===== src/rtl/cpv_pkg.sv =====
// ----------------------------------------------------------------------------
// cpv_pkg
// Shared widths, word types and the arctangent table for the cartesian to
// polar vector block.
// ----------------------------------------------------------------------------
package cpv_pkg;

    // coordinate and fixed-point formats
    localparam int COORD_BITS     = 16;
    localparam int ROTATION_STEPS = 16;
    localparam int FRAC_BITS      = 16;
    localparam int ATAN_ENTRIES   = 24;
    localparam int ROT_STAGES     = (ROTATION_STEPS < ATAN_ENTRIES) ? ROTATION_STEPS
                                                                    : ATAN_ENTRIES;
    localparam int STEP_W         = 5;

    // displacement, vector and angle widths
    localparam int DIFF_W = COORD_BITS + 1;
    localparam int VEC_W  = COORD_BITS + FRAC_BITS + 4;
    localparam int ANG_W  = 32;
    localparam int DIST_W = COORD_BITS + 1;
    localparam int HEAD_W = 16;

    // gain compensation split: low 32 bits and the remaining high part
    localparam int XH_W   = (VEC_W > 32) ? (VEC_W - 32) : 1;
    localparam int UX_W   = 32 + XH_W;
    localparam int PROD_W = UX_W + 1;

    localparam logic [31:0]      GAIN_INV_Q32 = 32'h9B74_EDA8;
    localparam logic [ANG_W-1:0] HALF_TURN    = 32'h8000_0000;

    // input and result words
    typedef struct packed {
        logic signed [COORD_BITS-1:0] start_x;
        logic signed [COORD_BITS-1:0] start_y;
        logic signed [COORD_BITS-1:0] end_x;
        logic signed [COORD_BITS-1:0] end_y;
    } in_word_t;

    typedef struct packed {
        logic [DIST_W-1:0] distance;
        logic [HEAD_W-1:0] heading;
    } out_word_t;

    // state carried through the rotation stages
    typedef struct packed {
        logic                    zero;
        logic signed [VEC_W-1:0] x;
        logic signed [VEC_W-1:0] y;
        logic [ANG_W-1:0]        z;
    } cordic_t;

    // atan(2^-i) in units of 2^32 per turn, truncated
    function automatic logic [ANG_W-1:0] atan_turn32(input logic [STEP_W-1:0] idx);
        logic [ANG_W-1:0] a;
        case (idx)
            5'd0:    a = 32'h2000_0000;
            5'd1:    a = 32'h12E4_051D;
            5'd2:    a = 32'h09FB_385B;
            5'd3:    a = 32'h0511_11D4;
            5'd4:    a = 32'h028B_0D43;
            5'd5:    a = 32'h0145_D7E1;
            5'd6:    a = 32'h00A2_F61E;
            5'd7:    a = 32'h0051_7C55;
            5'd8:    a = 32'h0028_BE53;
            5'd9:    a = 32'h0014_5F2E;
            5'd10:   a = 32'h000A_2F98;
            5'd11:   a = 32'h0005_17CC;
            5'd12:   a = 32'h0002_8BE6;
            5'd13:   a = 32'h0001_45F3;
            5'd14:   a = 32'h0000_A2F9;
            5'd15:   a = 32'h0000_517C;
            5'd16:   a = 32'h0000_28BE;
            5'd17:   a = 32'h0000_145F;
            5'd18:   a = 32'h0000_0A2F;
            5'd19:   a = 32'h0000_0517;
            5'd20:   a = 32'h0000_028B;
            5'd21:   a = 32'h0000_0145;
            5'd22:   a = 32'h0000_00A2;
            5'd23:   a = 32'h0000_0051;
            default: a = '0;
        endcase
        return a;
    endfunction

endpackage


===== src/rtl/cpv_stage.sv =====
// ----------------------------------------------------------------------------
// cpv_stage
// One registered micro-rotation of the vectoring CORDIC: drives y towards
// zero and accumulates the turned angle.
// ----------------------------------------------------------------------------
module cpv_stage
    import cpv_pkg::*;
(
    input  logic              aclk,
    input  logic              aresetn,
    input  logic              en,
    input  logic [STEP_W-1:0] step,
    input  logic              in_vld,
    input  cordic_t           in_st,
    output logic              out_vld,
    output cordic_t           out_st
);

    logic    vld_reg;
    cordic_t st_reg;
    cordic_t st_next;

    // rotate towards the x axis, floor shifts on both components
    always_comb begin
        logic signed [VEC_W-1:0] xs;
        logic signed [VEC_W-1:0] ys;
        logic [ANG_W-1:0]        a;
        xs = in_st.x >>> step;
        ys = in_st.y >>> step;
        a  = atan_turn32(step);
        st_next.zero = in_st.zero;
        if (in_st.y > 0) begin
            st_next.x = in_st.x + ys;
            st_next.y = in_st.y - xs;
            st_next.z = in_st.z + a;
        end else begin
            st_next.x = in_st.x - ys;
            st_next.y = in_st.y + xs;
            st_next.z = in_st.z - a;
        end
    end

    // valid bit
    always_ff @(posedge aclk) begin
        if (!aresetn) begin
            vld_reg <= 1'b0;
        end else if (en) begin
            vld_reg <= in_vld;
        end
    end

    // payload
    always_ff @(posedge aclk) begin
        if (en) begin
            st_reg <= st_next;
        end
    end

    assign out_vld = vld_reg;
    assign out_st  = st_reg;

endmodule


===== config.mk =====
export PLATFORM = sky130hd
export DESIGN_NAME = cpv_stage
export DESIGN_NICKNAME = d
export VERILOG_FILES = /design/src/rtl/cpv_pkg.sv /design/src/rtl/cpv_stage.sv
export SDC_FILE = /design/constraint.sdc
export NUM_CORES = 1
export LEC_CHECK = 0
export BUFFER_PORTS_ARGS = -buffer_cell sky130_fd_sc_hd__buf_2
export CAP_MARGIN = 5
export CORE_AREA = 2 2 151 263
export CTS_BUF_LIST = sky130_fd_sc_hd__clkbuf_2
export DETAILED_ROUTE_END_ITERATION = 12
export DIE_AREA = 0 0 153 265
export HOLD_SLACK_MARGIN = 0.02
export PLACE_DENSITY_LB_ADDON = 0.08
export REMOVE_ABC_BUFFERS = 1
export SYNTH_ARGS = -nofsm -noshare
export SYNTH_HDL_FRONTEND = slang
export SYNTH_SLANG_ARGS = --single-unit

===== constraint.sdc =====
create_clock -name aclk -period 9.1 [get_ports aclk]
set_clock_uncertainty 0.05 [all_clocks]
set_input_delay 2.73 -clock aclk [delete_from_list [all_inputs] [get_ports aclk]]
set_output_delay 2.73 -clock aclk [all_outputs]
set_load 0.01 [all_outputs]

==> metrics <==
Post-DP Area=around 0.019 mm2; Sw Share=a little over two fifths; CP required=roughly 9.6 ns; number of port buffers=between 200 and 250; crit-path max cell delay=0.56 ns; area share of xor/xnor cells in the synthesized design=under 10%; top-count cell post-synth=a21oi_1; final net count=between 2k and 2.5k; Max Freq=roughly 120 MHz; fin crit period=just over 8 ns; top post-synthesis cells by area=edfxtp_1 20%, mux4_2 15%, ha_1 8.6%, xnor2_1 6.1%, a21oi_1 5.4%; core area=0.0384 mm2; die area=roughly 0.041 mm2; Internal=0.00159 W; Worst Path Max Fanout=15; Total GRT Usage=approximately a third; post-synth top area cell=edfxtp_1; drt wl/cell=between 20 and 30 um; design area=~0.019 mm2; Final period util=just under 90%; Rows=95; Leak Pwr=approximately 8.3 nW; Mapped Area=0.0159 mm2; CP max-delay cell=mux4_2; crit path capture type=flop; CTS tree=yes; P per Cell Area=around 150 mW/mm2; Slew HR=about 45%; outcome=completed; post-synthesis mux area share=~22%; #FFs+latches synth=around 110; clock network fraction of total power=10.4%; combinational fraction of design power=a little over three fifths; yosys warns=0; post-CTS setup buffer count=0; Reg power frac=between 20% and 30%; total length of routed wires=68.3 mm; RSZ-0062 raised after global routing=no; largest family of logic cells by synthesized area=multiplexers; Max VDD drop=around 0.11 mV; detailed placer's ending HPWL=55.6 mm; Post-synth top flop=edfxtp_1; Initial DRC Count=981; sequential share of the synthesized area=19.9%; Hold Crit Class=flop to flop; Starting Density=about 42%; pin count of the biggest net entering global routing=a little over 80; clock-pin slew on the worst setup and hold paths=0.38 ns; gr ovfl total=0; clock buffer depth=2; Die Width=153 um; Sink Count=between 100 and 150; cell count after synthesis=about 1.8k; # setup viols final=0; DRC=0; GPL Wtd Cong=1.04; number of global-route vias before repair=around 17k; Async S/R FF share, synth=0%; Least-Margin Pin Slew=a little over 0.8 ns; Resized cells post-CTS=0; worst skew pair latency=slightly above 0.8 ns; Design Power=0.00284 W; first-pass GRT wire length=~100 mm; Hold-fix buffers, CTS=0; clock buffer count from CTS=9; Pre-antenna DRT Iters=5; Clock H-tree levels=3; final antenna-violating net count=0; MaxCap Viol Count=0; net switching power=around 0.0012 W; vias=about 16k; P&R area growth vs syn=20.9%; CP Class=input port to flop; Worst EP arrival=~8.7 ns; max-slew violations=0; Post-synth EDFFs=105; simple-gate share of the synthesized area=approximately 15%; synth unique cells=85; Fin. Hold Viols=0; syn_area_per_cell=9.07 um2; initial antenna violation count=1; Synth Area in Adders=a little under a tenth; Compound-Gate Fraction of Synth Area=between 10% and 20%; Worst setup SP type=input port; layout cells sized above 1=between 30% and 40%; I/O Pins=220; die height=about 270 um; drt via density=around 6; area share of the largest cell type after synthesis=just under 20%; Synth top cells by count=171 x a21oi_1, 163 x nand2_1, 140 x nor2_1; CTS root buf=clkbuf_2
## stage by stage
step / setup TNS (ns) / worst slack (ns) / util, % / cells / hold slack, ns
6_report: 0 / 0.955 / 50.2 / 2638 / 0.507
5_1_grt: 0 / 0.693 / 50.2 / 2638 / 0.543
4_1_cts: 0 / 1.04 / 50.2 / 2637 / 0.505
3_5_place_dp: 0 / 0.141 / 49.8 / 2621 / 0.470
3_3_place_gp: 0 / 0.116 / 49.8 / 2621 / 0.441
2_1_floorplan: -0.340 / -0.268 / - / 1661 / 0.488
## registers in the layout, summed over array words and instances, names as in the netlist
signal	flops
out_st	105
out_vld	1
## routing by layer
layer	part of all wire (%)	global-route usage (%)	vias up
li1	-	-	7457
met1	33	31.4	7885
met2	54	62.9	693
met3	4.6	4.12	230
met4	9.2	25.8	0
met5	0	0	-
## area by class of cell
class	count	area, um2
Antenna cell	1	2.50
Sequential cell	106	3170
Clock buffer	9	45.0
Multi-Input combinational cell	1497	12000
Fill cell	3754	19100
Tap cell	485	607
Clock inverter	7	92.6
Inverter	58	218
Timing Repair Buffer	475	3120
## critical path, delay by kind of cell
| kind | cells | cell delay, ns |
|---|---|---|
| adders and majority gates | 1 | 0.26 |
| AOI/OAI and AO/OA | 6 | 1.08 |
| and+or+nand+nor | 8 | 1.88 |
| buffers and inverters | 5 | 0.94 |
| muxes | 3 | 1.24 |
| xor gates and xnor gates | 2 | 0.52 |
## layout by cell type, fill, tap and decap left out, drive strengths merged, types with 22 or more instances in the layout
| master | count |
|---|---|
| buf | 475 |
| a21oi | 171 |
| nand2 | 163 |
| nor2 | 142 |
| xnor2 | 111 |
| ha | 110 |
| mux4 | 107 |
| edfxtp | 105 |
| o21ai | 104 |
| xor2 | 67 |
| mux2i | 64 |
| inv | 58 |
| a21o | 48 |
| mux2 | 39 |
| nand3 | 34 |
| nor3 | 28 |
| a31oi | 26 |
| a211oi | 23 |
| o21bai | 22 |
## power groups by stage
stage / Sequential, W / Combinational (W) / Clock (W)
floorplan: 0.000845 / 0.000938 / 0
CTS: 0.000762 / 0.00178 / 0.000308
finish: 0.000759 / 0.00178 / 0.000294
detailed placement: 0.000774 / 0.00177 / 0
global route: 0.000772 / 0.00192 / 0.000320
global placement: 0.000773 / 0.00176 / 0
## path summary, 6_finish.rpt
check	start	end	slack [ns]	depth (start not counted)
worst max-delay path	step[0]	out_st[66]$_DFFE_PP_	0.95	25
worst min-delay path	out_vld$_SDFFE_PN0P_	out_vld$_SDFFE_PN0P_	0.51	2
worst max register to register	out_vld$_SDFFE_PN0P_	out_vld$_SDFFE_PN0P_	8.42	2
worst min register to register	out_vld$_SDFFE_PN0P_	out_vld$_SDFFE_PN0P_	0.51	2
## cells by family (layout without fill, tap and decap cells)
kind of cell,after synthesis,in the layout
AO/OA/AOI/OAI,509,509
adder cells (fa/ha/maj),113,113
flip-flops,106,106
XOR/XNOR,178,178
AND/OR/NAND/NOR,487,487
other,0,1
buffers and inverters,155,549
multiplexers,210,210
(Power assumes the default switching activity.)
